`config.mk`:
```
export PLATFORM = sky130hd
export DESIGN_NAME = ibfp_ctrl
export DESIGN_NICKNAME = d
export VERILOG_FILES = /design/src/rtl/core/ibfp_pkg.sv /design/src/rtl/core/ibfp_ctrl.sv
export SDC_FILE = /design/constraint.sdc
export NUM_CORES = 1
export LEC_CHECK = 0
export BUFFER_PORTS_ARGS = -buffer_cell sky130_fd_sc_hd__buf_2
export CORE_AREA = 2 2 39 41
export DETAILED_ROUTE_END_ITERATION = 6
export DIE_AREA = 0 0 41 43
export PLACE_DENSITY_LB_ADDON = 0.12
export SETUP_SLACK_MARGIN = 0.4
export SYNTH_ARGS = -nofsm -noshare
export SYNTH_HDL_FRONTEND = slang
export SYNTH_SLANG_ARGS = --single-unit
```
`constraint.sdc`:
```
create_clock -name clk -period 1.06 [get_ports clk]
set_input_delay 0.106 -clock clk [delete_from_list [all_inputs] [get_ports clk]]
set_output_delay 0.106 -clock clk [all_outputs]
set_load 0.03 [all_outputs]
```
`src/rtl/core/ibfp_pkg.sv`:
```
// ----------------------------------------------------------------------------
// ibfp_pkg
// Shared types and constants for the serial RC frame parser.
// ----------------------------------------------------------------------------
`timescale 1ns / 1ps

package ibfp_pkg;

  localparam logic [7:0]  HDR0      = 8'h20;
  localparam logic [7:0]  HDR1      = 8'h40;
  localparam logic [15:0] CK_INIT   = 16'hFF9F;
  localparam logic [4:0]  POS_HUNT  = 5'd0;
  localparam logic [4:0]  POS_HDR1  = 5'd1;
  localparam logic [4:0]  POS_FIRST = 5'd2;
  localparam logic [4:0]  POS_CK_LO = 5'd30;
  localparam logic [4:0]  POS_CK_HI = 5'd31;

  // controller -> datapath
  typedef struct packed {
    logic byte_en;   // a byte beat is accepted this cycle
    logic ch_clear;  // restart the channel counter
    logic rd_req;    // read the current channel word into the output register
    logic ch_adv;    // step to the next channel
  } cmd_t;

  // datapath -> controller
  typedef struct packed {
    logic frame_ok;  // last byte of a frame with a matching checksum
    logic out_last;  // output register holds the final channel
  } status_t;

endpackage

```
`src/rtl/core/ibfp_ctrl.sv`:
```
// ----------------------------------------------------------------------------
// ibfp_ctrl
// Sequencer: receive bytes, then read out and hand over channel words.
// ----------------------------------------------------------------------------
`timescale 1ns / 1ps

module ibfp_ctrl (
  input  logic              clk,
  input  logic              rst,
  input  logic              s_tvalid,
  output logic              s_tready,
  output logic              m_tvalid,
  input  logic              m_tready,
  input  ibfp_pkg::status_t status,
  output ibfp_pkg::cmd_t    cmd
);

  localparam logic [1:0] S_RX   = 2'd0;
  localparam logic [1:0] S_READ = 2'd1;
  localparam logic [1:0] S_OUT  = 2'd2;

  logic [1:0] state;
  logic [1:0] state_next;

  assign s_tready = (state == S_RX);
  assign m_tvalid = (state == S_OUT);

  always_comb begin
    state_next   = state;
    cmd.byte_en  = 1'b0;
    cmd.ch_clear = 1'b0;
    cmd.rd_req   = 1'b0;
    cmd.ch_adv   = 1'b0;
    case (state)
      S_RX: begin
        cmd.byte_en = s_tvalid;
        if (status.frame_ok) begin
          cmd.ch_clear = 1'b1;
          state_next   = S_READ;
        end
      end
      S_READ: begin
        cmd.rd_req = 1'b1;
        state_next = S_OUT;
      end
      S_OUT: begin
        if (m_tready) begin
          if (status.out_last) begin
            state_next = S_RX;
          end else begin
            cmd.ch_adv = 1'b1;
            state_next = S_READ;
          end
        end
      end
      default: state_next = S_RX;
    endcase
  end

  always_ff @(posedge clk) begin
    if (rst) begin
      state <= S_RX;
    end else begin
      state <= state_next;
    end
  end

endmodule

```
; Word level (Yosys, flattened, before mapping)
; Cells that the tools add are included.
[totals]
inputBits = 6
reg_bits = 2
out_inout_bits = 6
[op_classes]
n_eq_ne = 4
muxes = 10
reduce_logical = 2
[ops]
columns = op, count
row1 = $mux 1, 6
row2 = $mux 2, 3
row3 = $pmux 2 s3, 1
row4 = $ne 2x1->1 const B, 2
row5 = $eq 2x1->1 const B, 1
row6 = $eq 2x2->1 const B, 1
row7 = $logic_not 2->1, 1
row8 = $reduce_and 2->1, 1

; Depth between registers and ports, before layout
[logic_depth]
depth_word = 3
mapped_depth = 2
depth_no_buf = 2

; Worst setup path before layout
; OpenSTA, ideal clock, no wires.
[synth_path]
path_type = flip-flop to output port
from = reg state[1]
to = out cmd[2] (netlist name)
path_slack_ns = -0.225
arrival_ns = 1.179
path_stages_with_launch = 3
path_cell_list = dfxtp_1 -> nor2_1 -> and2_1
[synth_rtl]
columns = element, line_no
row1 = "start, declared", ibfp_ctrl.sv:22  ; logic [1:0] state;
row2 = "start signal, assigned", ibfp_ctrl.sv:64  ; state <= state_next;
row3 = "end, declared", ibfp_ctrl.sv:15  ; output ibfp_pkg::cmd_t cmd

==> out/results.txt <==
cell taking the most area after synthesis = dfxtp_1
H-tree depth = 1
routed vias/inst = 3.43
top-area cell type share of the netlist area = 31.1%
TritonCTS Buffers = 3
Site Rows = 14
Final min period = 1.12 ns
core area = 1380 sq um
Die W = 41 um
Worst path slowest cell = dfxtp_4
Slew Limit Fails = 0
clock network fraction of design power = 42.9%
Area Overhead vs Synth = 137%
gpl congestion = 0.627
number of nets with antenna violations after routing = 0
die height = 43 um
Top Ports = 12
Largest stage delay, worst path = 0.35 ns
Synth Net Count = 20
unrepaired setup endpoints after global routing = true
HP Class = input pin to flop
Setup CP Type = flop to output port
maximum buffer depth of the clock tree = 2
first-pass GRT wire length = 662 um
Syn Area/Cell = 9.21 sq um
die area = 1760 sq um
Root Buffer = clkbuf_4
Initial Util = 9.31%
Final Util = 22.1%
count of cell types in the netlist = 11
Switch Pwr = 0.000109 W
crit-path cells = nor2b_4 -> and3b_2 -> buf_6
final net count = 38
Pleak = 0.150 nW
Pint = 0.000273 W
Layout Cells excl Fill = 46
Final Hold Fails = 0
clk sinks = 2
Gate Count Post-Synth = 14
clock skew = 0.00424 ns
endpoints failing setup = 4
Tightest Pin Transition = 0.186 ns
DRC Markers = 0
Ys Warns = 0
layout cells sized above 1 = 83.3%
area of the mapped netlist = 129 sq um
Biggest register = state
1st-iter DRT viols = 1
sequential-to-total area share from yosys stat = 31.1%
arrival time worst endpoint = 1.01 ns
largest net degree at the start of global routing = 6
Crit. End Element = output port
Seq. cell area = 47.5 sq um
CTS tree = done
synth top area cells = dfxtp_1 (31%), nor2b_2 (14%), and2_1 (9.7%)
failing checks = setup timing
port bufs = 11
Total Routing Usage GR = 6.11%
Vias = 158
status = finished with violations
commonest non-fill, non-tap cells in the layout = buf_6 (6), buf_2 (5), clkbuf_4 (3), buf_4 (3)
initial antenna violation count = 0
grt ovf = 0
final period utilization = 105%
# fillers = 162
Sw Share = 28.6%
combinational share of power = 33.9%
Clk pin slew, worst setup/hold paths = 0.03 ns
Synth Register Bits = 2
max reg flops = 2
wire per inst = 8.57 um
max cap viols = 0
Slew Limit Headroom = 87.5%
footprint of the multi-input gates = 100 sq um
placed insts = 40
final setup TNS = -0.0759 ns
worst path required time = 0.95 ns
top flop regs = state (2)
Sequential Power Share = 23.2%
Worst-Skew Late Latency = 0.22 ns
Final WS setup = -0.0571 ns
Peak VDD IR = 0.321 mV
Antenna diodes = 0
Startpoint Class = flop
DR pass1 iterations = 2
PwrDens = 1250 nW/um^2
drt total wl = 394 um
critical path peak fanout = 3
FMAX = 895 MHz
vias in the first global route = 174
commonest non-fill, non-tap cell in the layout = buf_6
worst paths after layout:
path / from / end / slack (ns) / cells after the start
worst min register to register: state[0] / state[0] / 0.47 / 1
worst min-delay path: rst / state[0] / 0.05 / 2
worst max-delay path: state[1] / cmd[0] / -0.06 / 3
worst max register to register: state[1] / state[0] / 0.03 / 4
metal layers:
layer	share of wire, %	GRT usage (%)	vias to the layer above
li1	-	-	82
met1	32	4.79	70
met2	62	9.69	6
met3	5.8	3.14	0
met4	0	6.00	0
met5	0	0	-
cells in the mapped netlist:
master and number:
nor2b_2 2, and3b_1 1, dfxtp_1 2, nand3b_1 1
nor3b_1 1, nor2_1 1, o21ba_1 1, a211oi_1 1
and2_1 2, nand2b_1 1, buf_4 1
kinds of logic (layout without fill, tap and decap cells):
logic type / count (synthesis) / after routing / share of synthesized area, %
AO/OA/AOI/OAI: 2 / 2 / 13.6
flip-flops: 2 / 2 / 31.1
buffers and inverters: 1 / 17 / 5.83
AND/OR/NAND/NOR: 9 / 9 / 49.5
power groups by stage:
stage,sequential [W],clock (W),combinational (W)
5_1_grt,0.0000899,0.000187,0.000139
3_5_place_dp,0.0000915,0,0.0000936
2_1_floorplan,0.0000896,0,0.0000717
3_3_place_gp,0.0000914,0,0.0000935
6_report,0.0000886,0.000164,0.000130
4_1_cts,0.0000889,0.000176,0.000131
what timing repair did:
action / in CTS / in global routing
pin swaps: 1 / 0
gates resized for setup: 13 / 0
endpoints found under the setup margin: 8 / 8
setup buffers: 3 / 0
hold buffers: 0 / 0
worst max-delay path: cells and delay by family, from the launching register on:
kind	cells	cell delay [ns]
simple gates	2	0.31
buf+inv	1	0.12
flops	1	0.35
cell type report:
type | instances | share of cell area [%]
timing repair buffer | 14 | 37.7
sequential | 2 | 15.6
clock buffer | 3 | 7.38
tap | 16 | 6.56
multi-input combinational | 11 | 32.8
metrics by stage:
stage	hold slack, ns	area [sq um]	power [W]	setup slack (ns)
finish	0.0473	305	0.000383	-0.0571
global route	0.0441	305	0.000416	-0.115
CTS	0.0335	305	0.000396	-0.0751
detailed placement	0.270	221	0.000185	0.0933
global placement	0.275	221	0.000185	0.100
floorplan	0.169	158	0.000161	0.0289
No activity file was read; power rests on OpenSTA's default activity.
