<file path="config.mk">
export PLATFORM = sky130hd
export DESIGN_NAME = ibfp_datapath
export DESIGN_NICKNAME = d
export VERILOG_FILES = /design/src/rtl/core/ibfp_pkg.sv /design/src/rtl/core/ibfp_datapath.sv
export SDC_FILE = /design/constraint.sdc
export NUM_CORES = 1
export LEC_CHECK = 0
export BUFFER_PORTS_ARGS = -buffer_cell sky130_fd_sc_hd__buf_2
export CORE_ASPECT_RATIO = 1.1
export CORE_MARGIN = 2
export CORE_UTILIZATION = 64
export CTS_BUF_LIST = sky130_fd_sc_hd__clkbuf_4 sky130_fd_sc_hd__clkbuf_8
export DETAILED_ROUTE_END_ITERATION = 10
export PLACE_DENSITY = 0.82
export RECOVER_POWER = 100
export SETUP_SLACK_MARGIN = 0.1
export SLEW_MARGIN = 20
export SYNTH_ARGS = -nofsm -noshare
export SYNTH_HDL_FRONTEND = slang
export SYNTH_SLANG_ARGS = --single-unit
</file>
<file path="constraint.sdc">
create_clock -name clk -period 3.1 [get_ports clk]
set_input_delay 0.31 -clock clk [delete_from_list [all_inputs] [get_ports clk]]
set_output_delay 0.31 -clock clk [all_outputs]
set_load 0.005 [all_outputs]
</file>
<file path="src/rtl/core/ibfp_pkg.sv">
// ----------------------------------------------------------------------------
// ibfp_pkg
// Shared types and constants for the serial RC frame parser.
// ----------------------------------------------------------------------------
`timescale 1ns / 1ps

package ibfp_pkg;

  localparam logic [7:0]  HDR0      = 8'h20;
  localparam logic [7:0]  HDR1      = 8'h40;
  localparam logic [15:0] CK_INIT   = 16'hFF9F;
  localparam logic [4:0]  POS_HUNT  = 5'd0;
  localparam logic [4:0]  POS_HDR1  = 5'd1;
  localparam logic [4:0]  POS_FIRST = 5'd2;
  localparam logic [4:0]  POS_CK_LO = 5'd30;
  localparam logic [4:0]  POS_CK_HI = 5'd31;

  // controller -> datapath
  typedef struct packed {
    logic byte_en;   // a byte beat is accepted this cycle
    logic ch_clear;  // restart the channel counter
    logic rd_req;    // read the current channel word into the output register
    logic ch_adv;    // step to the next channel
  } cmd_t;

  // datapath -> controller
  typedef struct packed {
    logic frame_ok;  // last byte of a frame with a matching checksum
    logic out_last;  // output register holds the final channel
  } status_t;

endpackage

</file>
<file path="src/rtl/core/ibfp_datapath.sv">
// ----------------------------------------------------------------------------
// ibfp_datapath
// Byte position, running checksum, channel word store and output register.
// ----------------------------------------------------------------------------
`timescale 1ns / 1ps

module ibfp_datapath #(
  parameter int CHANNELS = 14
) (
  input  logic              clk,
  input  logic              rst,
  input  logic [7:0]        rx_byte,
  input  ibfp_pkg::cmd_t    cmd,
  output ibfp_pkg::status_t status,
  output logic [3:0]        channel_index,
  output logic [15:0]       channel_value,
  output logic              last_channel
);

  localparam int AW = (CHANNELS > 1) ? $clog2(CHANNELS) : 1;
  localparam logic [3:0] CH_COUNT = 4'(CHANNELS);
  localparam logic [3:0] CH_LAST  = 4'(CHANNELS - 1);

  logic [4:0]  pos;
  logic [15:0] cksum;
  logic [7:0]  lo_byte;
  logic [7:0]  ck_lo;
  logic [3:0]  ch;
  logic [15:0] word_mem [CHANNELS];
  logic [3:0]  widx;
  logic        wr_en;

  // bytes 2k and 2k+1 form channel word k-1
  assign widx  = pos[4:1] - 4'd1;
  assign wr_en = cmd.byte_en && (pos >= ibfp_pkg::POS_FIRST) && (pos < ibfp_pkg::POS_CK_LO)
                 && pos[0] && (widx < CH_COUNT);

  assign status.frame_ok = cmd.byte_en && (pos == ibfp_pkg::POS_CK_HI)
                           && ({rx_byte, ck_lo} == cksum);
  assign status.out_last = last_channel;

  always_ff @(posedge clk) begin
    if (rst) begin
      pos   <= ibfp_pkg::POS_HUNT;
      cksum <= ibfp_pkg::CK_INIT;
    end else if (cmd.byte_en) begin
      case (pos)
        ibfp_pkg::POS_HUNT: begin
          if (rx_byte == ibfp_pkg::HDR0) pos <= ibfp_pkg::POS_HDR1;
        end
        ibfp_pkg::POS_HDR1: begin
          // a bad second header byte is not retried as a first one
          if (rx_byte == ibfp_pkg::HDR1) begin
            pos   <= ibfp_pkg::POS_FIRST;
            cksum <= ibfp_pkg::CK_INIT;
          end else begin
            pos <= ibfp_pkg::POS_HUNT;
          end
        end
        ibfp_pkg::POS_CK_HI: pos <= ibfp_pkg::POS_HUNT;
        default: begin
          if (pos < ibfp_pkg::POS_CK_LO) cksum <= cksum - {8'd0, rx_byte};
          pos <= pos + 5'd1;
        end
      endcase
    end
  end

  always_ff @(posedge clk) begin
    if (cmd.byte_en && !pos[0]) lo_byte <= rx_byte;
    if (cmd.byte_en && (pos == ibfp_pkg::POS_CK_LO)) ck_lo <= rx_byte;
    if (wr_en) word_mem[widx[AW-1:0]] <= {rx_byte, lo_byte};
  end

  always_ff @(posedge clk) begin
    if (rst) begin
      ch <= 4'd0;
    end else if (cmd.ch_clear) begin
      ch <= 4'd0;
    end else if (cmd.ch_adv) begin
      ch <= ch + 4'd1;
    end
  end

  always_ff @(posedge clk) begin
    if (cmd.rd_req) begin
      channel_value <= word_mem[ch[AW-1:0]];
      channel_index <= ch;
      last_channel  <= (ch == CH_LAST);
    end
  end

endmodule

</file>
Word level (Yosys, flattened, before mapping). Memory sizes are Yosys's and may differ from the RTL's. A register that Yosys moved wholly into a read port is not among the register bits. Index checks and enable logic that the tools add are counted.

Add/subtract/negate cells: 4. Divide/modulo/power cells: 0. Reductions and logical operators: 15. Mux-type cells: 8. Multiply operators: 0. Order comparisons: 3. Bitwise gates (word level): 1. Shifts and indexed selects: 0. Eq/ne operators: 9.

Operators with widths (number): 16-bit two-way mux (2); 16-bit case mux with 2 select lines (1); 16-bit equality test (1); 16-bit by 8-bit subtractor with 16-bit output (1); 5-bit case mux with 3 select lines (1); 5-bit equality test (second input constant) (2); 8-bit by 6-bit equality test with 1-bit output (second input constant) (1); 8-bit by 7-bit equality test with 1-bit output (second input constant) (1); 1-bit logical AND (8); 5-bit by 1-bit adder with 5-bit output (second input constant) (1); 5-bit by 1-bit equality test with 1-bit output (second input constant) (1); 5-bit by 2-bit greater-or-equal comparator with 1-bit output (second input constant) (1); 5-bit zero test (1); 5-bit < comparator (second input constant) (1); 5-bit two-way mux (1); 4-bit by 1-bit adder with 4-bit output (second input constant) (1); 4-bit equality test (second input constant) (1); 4-bit < comparator (second input constant) (1); 2-bit != test (second input constant) (2); 4-bit AND reduction (1); 2-bit OR reduction (2); 4-bit by 1-bit subtractor with 4-bit output (second input constant) (1); 1-bit two-way mux (2); 2-bit two-way mux (1); other kinds (4) (4).

Output and inout port bits: 23. Memory bits (read-only): 0. Latch bits: 0. RAM bits: 224. Memories: 1. Word-level logic and storage cells: 48. Input port bits: 14. Flip-flop bits (word level): 46.

Memory list: word_mem (words 14, width 16, read ports 1, clocked after memory_dff 1, write ports 1, line ibfp_datapath.sv:29) `logic [15:0] word_mem [CHANNELS];`.

Logic depth before layout (Yosys ltp). Gate-level depths: netlist of the first run.

Depth after elaboration: 7. Depth in mapped cells: 9. Gate-level depth less buffers: 8.

Worst setup path after synthesis of the first run. No wires, ideal clock.

Kind: reg2reg. From: register pos[2]. To: memory word_mem[1][0] (enable). Path buffers: 1. Clock period less this slack: 2774 ps. Data required time: 2712 ps. Setup time: 388 ps. Arrival time: 2386 ps. Stages on the path, launching flop included: 9. Setup slack: 326 ps. Cells stage by stage: dfxtp_1 clkbuf_1 inv_1 ha_1 or2_2 o21ai_0 nor2b_1 o21ai_0 nor2_1.

Cells in the longest elaborated chain, start to end: 7. Elaborated cells on any way between the ends: 10. Those cells by class: add/sub (1); order compare (3); mux (2); reduce/logical (4).

Ends and longest elaborated chain: start: declaration (line ibfp_datapath.sv:24) `logic [4:0] pos;`; start signal: assignment (line ibfp_datapath.sv:44) `pos <= ibfp_pkg::POS_HUNT;`; start signal: assignment (line ibfp_datapath.sv:49) `if (rx_byte == ibfp_pkg::HDR0) pos <= ibfp_pkg::POS_HDR1;`; start signal: assignment (line ibfp_datapath.sv:54) `pos <= ibfp_pkg::POS_FIRST;`; branches (longest 7 deep; another with 4-bit by 1-bit subtractor with 4-bit output); end: declaration (line ibfp_datapath.sv:29).

Several ways; the timed one is not identified.

Worst setup path in the final report of the first run.
From: register pos[1]. To: register cksum[14].

Cells in the longest elaborated chain, start to end: 4. Elaborated cells on any way between the ends: 10. Those cells by class: order compare (1); eq/ne (3); mux (1); bitwise (1); reduce/logical (4).

Ends and longest elaborated chain: branches (longest 4 deep; another with 5-bit < comparator); end signal: assignment (line ibfp_datapath.sv:45) `cksum <= ibfp_pkg::CK_INIT;`; end signal: assignment (line ibfp_datapath.sv:55) `cksum <= ibfp_pkg::CK_INIT;`; end signal: assignment (line ibfp_datapath.sv:62) `if (pos < ibfp_pkg::POS_CK_LO) cksum <= cksum - {8'd0, rx_byte};`; end: declaration (line ibfp_datapath.sv:25) `logic [15:0] cksum;`.

Several ways; the timed one is not identified. A chain may end at the register's enable or synchronous reset.

==> metrics, run 1 <==
result of the run=completed; DR pass1 iterations=5; number of global-route vias before repair=between 6000 and 7000; clk_skew=between 30 and 40 ps; via count=6291; critical path endpoint category=register; Cell Rows=51; main area contributors after synthesis=edfxtp_1 (67%), mux4_2 (12%), dfxtp_1 (4.3%); Max Slew Vio Count=0; Max Root-Sink Buffers=3; DPL Wire Length=14750 um; Placed Area=around 12000 um2; Max-Cap Viols=0; Area Overhead vs Synth=12.21%; pin count of the biggest net entering global routing=34; HP Start=cmd[0]; Crit path required time=~3600 ps; Synth Instances=between 600 and 700; number of nets in the layout=753; gr usage total=26.11%; CTS tree=built; Avg Vias per Cell=6.355; PD cells=603.7 nW/um2; unrepaired setup endpoints after global routing=no; Hold Crit Class=in2reg; f_max=350.8 MHz; WL per Instance=around 25 um; CP Launch Point=pos[1]; Post-synth EDFFs=~260; grt ovf=0; Routed Antenna Nets=0; core area=around 18000 um2; leak pwr=roughly 4.3 nW; CTS Root Cell=clkbuf_8; Die H=between 100 and 150 um; Syn Nets=approximately 670; Clock transition at path regs=60 ps; Placer Congestion=0.9102; asr flop ratio synth=0%; crit path time final=2851 ps; initial antenna violation count=0; clock buffer count from CTS=44; H-tree depth=2; clk sinks=between 200 and 300; Synth Register Bits=roughly 290; post-CTS resize count=0; Fin. Hold Viols=0; Cell variety after synth=56; IO Pins=37; Synth top area share=67.12%; number of DRC markers in iteration 0=approximately 560; Post-Syn Area per Cell=~18 um2; Worst R2R Start=pos[1]; # setup viols final=0; CP max FO=8; area of the die=slightly below 20000 um2; first-pass GRT wire length=37250 um; Finished Cell Area=around 13000 um2; Antenna Cells=0; post-synth top area cell=edfxtp_1; TNS Setup=0 ps; Die Wd=approximately 130 um; Post-route DRC=0; sequential share of the synthesized area=between 70% and 80%; port bufs=36; Ys Warns=0; layout cells sized above 1=between 20% and 30%; WHS=about 95 ps; Worst-Skew Late Latency=around 540 ps; Worst Path Arrival=around 3300 ps; ys flop type=edfxtp_1; WS Path Type=reg2reg; Starting Density=roughly 66%; Max rail drop VDD=about 0.00042 V; Worst Tran Pin Value=roughly 1500 ps; most common cell after layout, fill and taps aside=edfxtp_1; startpoint types=register; worst rel slew slack=less than 1%; most frequent cells in the layout=edfxtp_1 (261), mux4_2 (64), clkbuf_8 (46); Final period util=approximately 90%; final WL=approximately 25000 um; Syn Std Cell Area=roughly 12000 um2
[worst max-delay path, cell delays in order, from the launching register on]
cell and delay [ps]:
dfxtp_1 370, inv_1 180, ha_1 220, or4b_1 520
or4_1 610, a211oi_4 340, or4b_1 480, nand3_1 90
[per-layer routing]
metal / GRT usage, % / routed length, um / vias up
li1: - / - / 2727
met5: 0 / 0 / -
met4: 7.849 / 516 / 0
met1: 34.40 / 9385 / 3212
met2: 45.31 / 12870 / 309
met3: 4.389 / 1784 / 43
[timing repair]
action | in CTS | in global routing
setup buffers | 0 | 0
endpoints found under the hold margin | 3 | 0
hold buffers | 1 | 0
endpoints found under the setup margin | 0 | 0
[worst paths after layout]
path,to,slack [ps],depth (start not counted)
worst max register to register,cksum[14],250,7
worst min register to register,cksum[14],540,2
worst min-delay path,ch[1],100,2
worst max-delay path,cksum[14],250,7
[sequential cells by signal, summed over array words and instances (netlist names)]
name           flops
cksum             16
lo_byte            8
ch                 4
pos                5
channel_index      4
last_channel       1
channel_value     16
word_mem         224
ck_lo              8
[stage by stage]
step                      cells  power [mW]  utilization (%)  worst slack, ps
after global placement      910       4.824            68.99            496.8
after floorplan             633       4.676                -            326.0
after detailed placement    910       4.842            68.99            402.1
final                       990       7.911            73.60            249.2
after CTS                   990       7.954            74.09            234.0
after global routing        990       8.159            73.60            70.06
[synthesized netlist by cell type (all sizes together) (3+ instances only)]
master and instances:
buf 9, mux4 64, a211oi 7, nand3 8, or3 3, nand2 8
a21o 4, o21ai 25, and2 7, a21oi 7, nand4 5, and4 3
mux2 16, nor4 3, xor2 5, ha 19, or4 5, nand2b 4
nor2 33, o21a 3, edfxtp 261, or4b 4, a31oi 3, inv 23
nor3 8, and3 9, clkbuf 15, xnor2 18, dfxtp 25, nor2b 6
[layout make-up]
cell class / count / area, um2
clock buffer: 60 / 738.2
clock inverter: 19 / 160.2
tap: 238 / 297.8
multi-input combinational: 300 / 3143
sequential: 286 / 8338
fill: 1034 / 4700
inverter: 23 / 86.33
timing repair buffer: 64 / 340.3
[where the power goes]
part,switching [mW],internal [mW]
registers,0.0638,4.26
logic,0.248,0.185
clock network,1.36,1.79
total,1.67,6.24
[kinds of logic (layout without fill, tap and decap cells)]
group | after synthesis | count (layout) | synth area share [%]
and+or+nand+nor | 109 | 109 | 5.132
xor gates and xnor gates | 23 | 23 | 1.725
AOI/OAI and AO/OA | 67 | 67 | 3.911
muxes | 81 | 81 | 13.97
buffers and inverters | 47 | 166 | 1.650
adders and majority gates | 20 | 20 | 2.207
DFF | 286 | 286 | 71.40
Note: power is estimated with default switching activity, not from simulation.
==> run 2: changes to the inputs <==
Settings changed: ABC_AREA set to 1, TNS_END_PERCENT set to 1.
==> run 2 against run 1 <==
Compared with the run above: clock skew is 13 ps lower; register-to-register slack gained 60 ps; cell area grew 0.17%; utilization fell by 2.3 points; die area is 2.7% higher; critical path type is now reg2out; critical endpoint is now status[1]; largest power group unchanged.
==> metrics, run 2 <==
result of the run=completed; Setup WS pre-CTS=320.6 ps (-81.44 ps); Area Overhead vs Synth=9.406%; Ys Warns=0 (unchanged); number of DRC markers in iteration 0=947 (+69%); Cell Rows=52 (+2.0%); Final period util=90.71% (-1.2 points); PD cells=589.5 nW/um2 (-2.4%); final WL=27960 um (+14%); gr usage total=28.61% (+2.5 points); Worst-Skew Late Latency=540 ps (about the same); Placer Congestion=0.9122 (+0.22%); non-filler cells, final=1325 (+34%); CTS tree=built; Post-route DRC=0 (unchanged); clk sinks=286 (unchanged); Worst Path Arrival=2500 ps (-820 ps); core area=18410 um2 (+3.4%); clock buffer count from CTS=43 (-2.3%); sequential share of the synthesized area=69.50% (-1.9 points); Fin. Hold Viols=0 (unchanged); grt ovf=0 (unchanged); WL per Instance=21.10 um (-15%); critical path endpoint category=primary output; Clock transition at path regs=60 ps (about the same); Max-Cap Viols=0 (unchanged); clk_skew=18.02 ps (-13.02 ps); H-tree depth=2 (unchanged); via count=8191 (+30%); Antenna Cells=0 (unchanged); CP max FO=7 (-1); Commonest cells post-synth=edfxtp_1 (261), nor2_1 (183), o21ai_0 (127); Die Wd=134.5 um (+1.3%); number of nets in the layout=1086 (+44%); # setup viols final=0 (unchanged); Max rail drop VDD=0.0003920 V (-6.1%); Syn Std Cell Area=12000 um2 (+2.7%); IO Pins=37 (unchanged); Avg Vias per Cell=6.182 (-2.7%); asr flop ratio synth=0% (unchanged); number of global-route vias before repair=7918 (+23%); DR pass1 iterations=6 (+1); pin count of the biggest net entering global routing=113 (+230%); WS Path Type=reg2out; setup repair bufs after CTS=0 (unchanged); Synth Register Bits=286 (unchanged); Die H=147.6 um (+1.3%); main area contributors after synthesis=edfxtp_1 (65%), nor2_1 (5.7%), o21ai_0 (5.3%); Synth top area share=65.32% (-1.8 points); Synth Instances=1009 (+59%); first-pass GRT wire length=43010 um (+15%); Hold Crit Class=in2reg; port bufs=36 (unchanged); most common cell after layout, fill and taps aside=edfxtp_1; max FFs per register=224 (unchanged); Worst Tran Pin Value=1442 ps (-44.04 ps); placed instance count=1250 (+37%); post-synth top area cell=edfxtp_1; initial antenna violation count=0 (unchanged); area of the die=19860 um2 (+2.7%); leak pwr=4.616 nW (+7.1%); Cell variety after synth=42 (-25%); TNS Setup=0 ps (unchanged); Starting Density=65.16% (-0.43 points); Post-synth EDFFs=261 (unchanged); Max Root-Sink Buffers=3 (unchanged); # hold bufs at CTS=0 (-1); layout cells sized above 1=10.72% (-14 points); unrepaired setup endpoints after global routing=no; most frequent cells in the layout=edfxtp_1 (261), nor2_1 (171), o21ai_0 (134); Crit path required time=2790 ps (-780 ps); Routed Antenna Nets=0 (unchanged); startpoint types=register; fin worst setup slack=288.0 ps (+38.73 ps); Final Core Density=71.29% (-2.3 points); Post-Syn Area per Cell=11.89 um2 (-36%); DPL Wire Length=17070 um (+16%); f_max=355.6 MHz (+1.4%); crit path time final=2812 ps (-38.73 ps); worst rel slew slack=3.851% (+2.9 points); Syn Nets=1043 (+56%); ys flop type=edfxtp_1; Max Slew Vio Count=0 (unchanged); post-CTS resize count=0 (unchanged); CTS Root Cell=clkbuf_8; Pwr Total=7.737 mW (-2.2%); count leader, synth=edfxtp_1
## run 2: cell types whose count changed after synthesis, sizes merged, moves of 27 or more
| cell | delta |
|---|---|
| nand2 | +88 |
| nand3 | +33 |
| inv | +34 |
| nor2 | +154 |
| o22ai | +27 |
| mux4 | -64 |
| o21ai | +110 |
## run 2: worst max-delay path: stages (launching register included)
cell and delay (ps):
dfxtp_1 510, ha_1 250, nand2_1 60, nor2_1 180, ha_1 200, o211ai_1 100
nor3_1 230, nand4_1 120, nor2_1 170, buf_2 140
## run 2: layer usage
layer  vias to the layer above  part of all wire [%]  global-route usage, %
met5                         -                     0                      0
met4                         0                   4.1                  12.79
met3                        80                   7.6                  4.527
met2                       471                    51                  48.60
met1                      3906                    37                  36.67
li1                       3734                     -                      -
## run 2: report_power, final
group	leakage, nW	switching (mW)	internal (mW)
logic	1.62	0.358	0.152
registers	2.57	0.0770	4.27
clock network	0.422	1.36	1.52
total	4.62	1.80	5.94
## run 2: area by class of cell
class | instances | area, um2
Fill cell | 1236 | 5286
Clock buffer | 61 | 733.2
Multi-Input combinational cell | 616 | 3227
Tap cell | 243 | 304.0
Clock inverter | 14 | 63.81
Timing Repair Buffer | 48 | 239.0
Sequential cell | 286 | 8343
Inverter | 57 | 216.5
## run 2: cell families after synthesis
kind of cell             count (synthesis)  synth area share [%]
XOR/XNOR                                10                0.7301
flip-flops                             286                 69.50
buffers and inverters                  107                 3.754
AO/OA/AOI/OAI                          239                 11.72
AND/OR/NAND/NOR                        347                 12.15
adder cells (fa/ha/maj)                 20                 2.148
## run 2: per-stage QoR
stage                     hold slack (ps)  instance area [um2]
after floorplan                     403.7                12000
after CTS                           29.88                13190
after global placement              478.7                12390
after global routing                46.12                13130
final                               49.59                13130
after detailed placement            485.1                12390
## run 2: path summary, 6_finish.rpt
check	from	endpoint	slack, ps	depth (start not counted)
max	pos[0]	status[1]	290	9
min	cmd[0]	ch[1]	50	2
max reg2reg	pos[1]	word_mem[12][7]	310	7
min reg2reg	cksum[15]	cksum[15]	490	2
==> run 3: changes to the inputs <==
Settings changed: CORE_UTILIZATION 64 to 45, PLACE_DENSITY 0.82 to unset.
==> run 3 against run 2 <==
Compared with the run above: die area increased by 41%; routed wire length increased by 3.4%; sequential share of layout area down 1.7 points; worst setup slack improved by 26 ps; first-iteration DRC count shrank 34%; non-clock buffer count rose by 21; maximum frequency up 0.94%; hold slack better by 18 ps; flip-flop and latch count did not move; total power rose by 3.6%; clock skew grew 12 ps; largest cell class unchanged; largest power group unchanged; highest routed layer unchanged.
==> metrics, run 3 (same netlist as run 2, synthesis figures left out) <==
clk_skew=30.31 ps (+12.29 ps); area of the die=27990 um2 (+41%); PD cells=594.3 nW/um2 (+0.82%); Placer Congestion=0.8657 (-5.1%); TNS Setup=0 ps (unchanged); CTS tree=built; result of the run=completed; CTS Root Cell=clkbuf_8; leak pwr=4.765 nW (+3.2%); number of DRC markers in iteration 0=628 (-34%); startpoint types=register; core area=26140 um2 (+42%); post-CTS resize count=0 (unchanged); placed instance count=1379 (+10%); initial antenna violation count=0 (unchanged); number of nets in the layout=1110 (+2.2%); Hold Crit Class=in2reg; Max rail drop VDD=0.0004523 V (+15%); Starting Density=45.89% (-19 points); fin worst setup slack=314.1 ps (+26.15 ps); clk sinks=286 (unchanged); f_max=359.0 MHz (+0.94%); DR pass1 iterations=5 (-1); first-pass GRT wire length=44510 um (+3.5%); WL per Instance=19.81 um (-6.1%); Max-Cap Viols=0 (unchanged); Antenna Cells=0 (unchanged); pin count of the biggest net entering global routing=77 (-32%); max FFs per register=224 (unchanged); Area Overhead vs Synth=12.41%; hold path depth=2 (unchanged); Cell Chain, Critical Path=ha_1, nand2_1, nor2_1, ha_1, o211ai_1, nor3_1, nand4_1, nor2_1, buf_2; clock buffer count from CTS=46 (+7.0%); Final period util=89.87% (-0.84 points); DPL Wire Length=18100 um (+6.0%); most common cell after layout, fill and taps aside=edfxtp_1; Post-route DRC=0 (unchanged); setup repair bufs after CTS=0 (unchanged); non-filler cells, final=1459 (+10%); Reg2Reg Depth=9 (+2); Clock transition at path regs=70 ps (about the same); Die Wd=159.7 um (+19%); Crit path required time=2790 ps (about the same); Die H=175.3 um (+19%); unrepaired setup endpoints after global routing=no; Routed Antenna Nets=0 (unchanged); via count=7968 (-2.7%); gr usage total=20.84% (-7.8 points); Max Root-Sink Buffers=3 (unchanged); Setup WS pre-CTS=334.0 ps (+13.41 ps); HP Start=rst; Final Core Density=51.59% (-20 points); # setup viols final=0 (unchanged); CP Launch Point=pos[0]; Max Slew Vio Count=0 (unchanged); most frequent cells in the layout=edfxtp_1 (261), nor2_1 (172), o21ai_0 (130); Worst R2R Start=ch[0]; CP max stage delay=490 ps (-20 ps); critical path endpoint category=primary output; WS Path Type=reg2out; CP max FO=7 (unchanged); Worst Path Arrival=2480 ps (-20 ps); IO Pins=37 (unchanged); Avg Vias per Cell=5.461 (-12%); number of global-route vias before repair=7922 (+0.051%); Worst Tran Pin Value=1296 ps (-146.6 ps); Cell Rows=62 (+19%); crit path time final=2786 ps (-26.15 ps); grt ovf=0 (unchanged); H-tree depth=2 (unchanged); WHS=67.51 ps (+17.93 ps); slowest CP cell=dfxtp_1; Fin. Hold Viols=0 (unchanged); Worst-Skew Late Latency=560 ps (+20 ps); port bufs=36 (unchanged); layout cells sized above 1=12.83% (+2.1 points); final WL=28900 um (+3.4%); worst rel slew slack=13.63% (+9.8 points)
[run 3: changes by cell type in the layout (fill, tap and decap cells not counted), moves of 2 or more]
cell,before,now
o21ai_0,134,130
clkbuf_8,44,47
clkinv_1,10,5
buf_2,14,23
clkinv_2,2,5
clkbuf_4,17,19
buf_4,6,13
o21ai_1,1,5
clkbuf_2,2,5
[run 3: worst max-delay path: cells and delay by family, from the launching register on]
family / cells / cell delay [ps]
flops: 1 / 490
fa+ha+maj: 2 / 440
buf+inv: 1 / 140
compound gates: 1 / 120
simple gates: 5 / 760
[run 3: what timing repair did]
| action | 4_1_cts | 5_1_grt |
|---|---|---|
| hold buffers | 1 | 0 |
| hold endpoints to repair | 1 | 0 |
| endpoints found under the setup margin | 0 | 0 |
[run 3: area by class of cell]
| cell class | instances | area (um2) |
|---|---|---|
| fill | 2267 | 12660 |
| sequential | 286 | 8342 |
| multi-input combinational | 616 | 3224 |
| clock buffer | 66 | 789.5 |
| tap | 352 | 440.4 |
| timing repair buffer | 69 | 381.6 |
| inverter | 57 | 216.5 |
| clock inverter | 13 | 92.59 |
[run 3: path summary, 6_finish.rpt]
check,end,slack [ps]
worst max-delay path,status[1],310
worst max register to register,channel_value[6],320
worst min register to register,cksum[15],490
worst min-delay path,pos[4],70
[run 3: where the power goes]
group          switching (mW)  internal, mW
clock                    1.42          1.72
sequential             0.0725          4.27
combinational           0.372         0.161
[run 3: layer usage]
layer	GRT usage (%)	share of wire (%)
met1	26.61	42
met2	34.74	48
met3	3.660	5.6
met4	10.00	4.1
met5	0	0
[run 3: per-stage QoR]
step	power, mW	area, um2
after detailed placement	4.964	12690
after floorplan	4.740	12000
final	8.015	13490
after CTS	8.094	13580
after global routing	8.325	13490
after global placement	4.959	12690
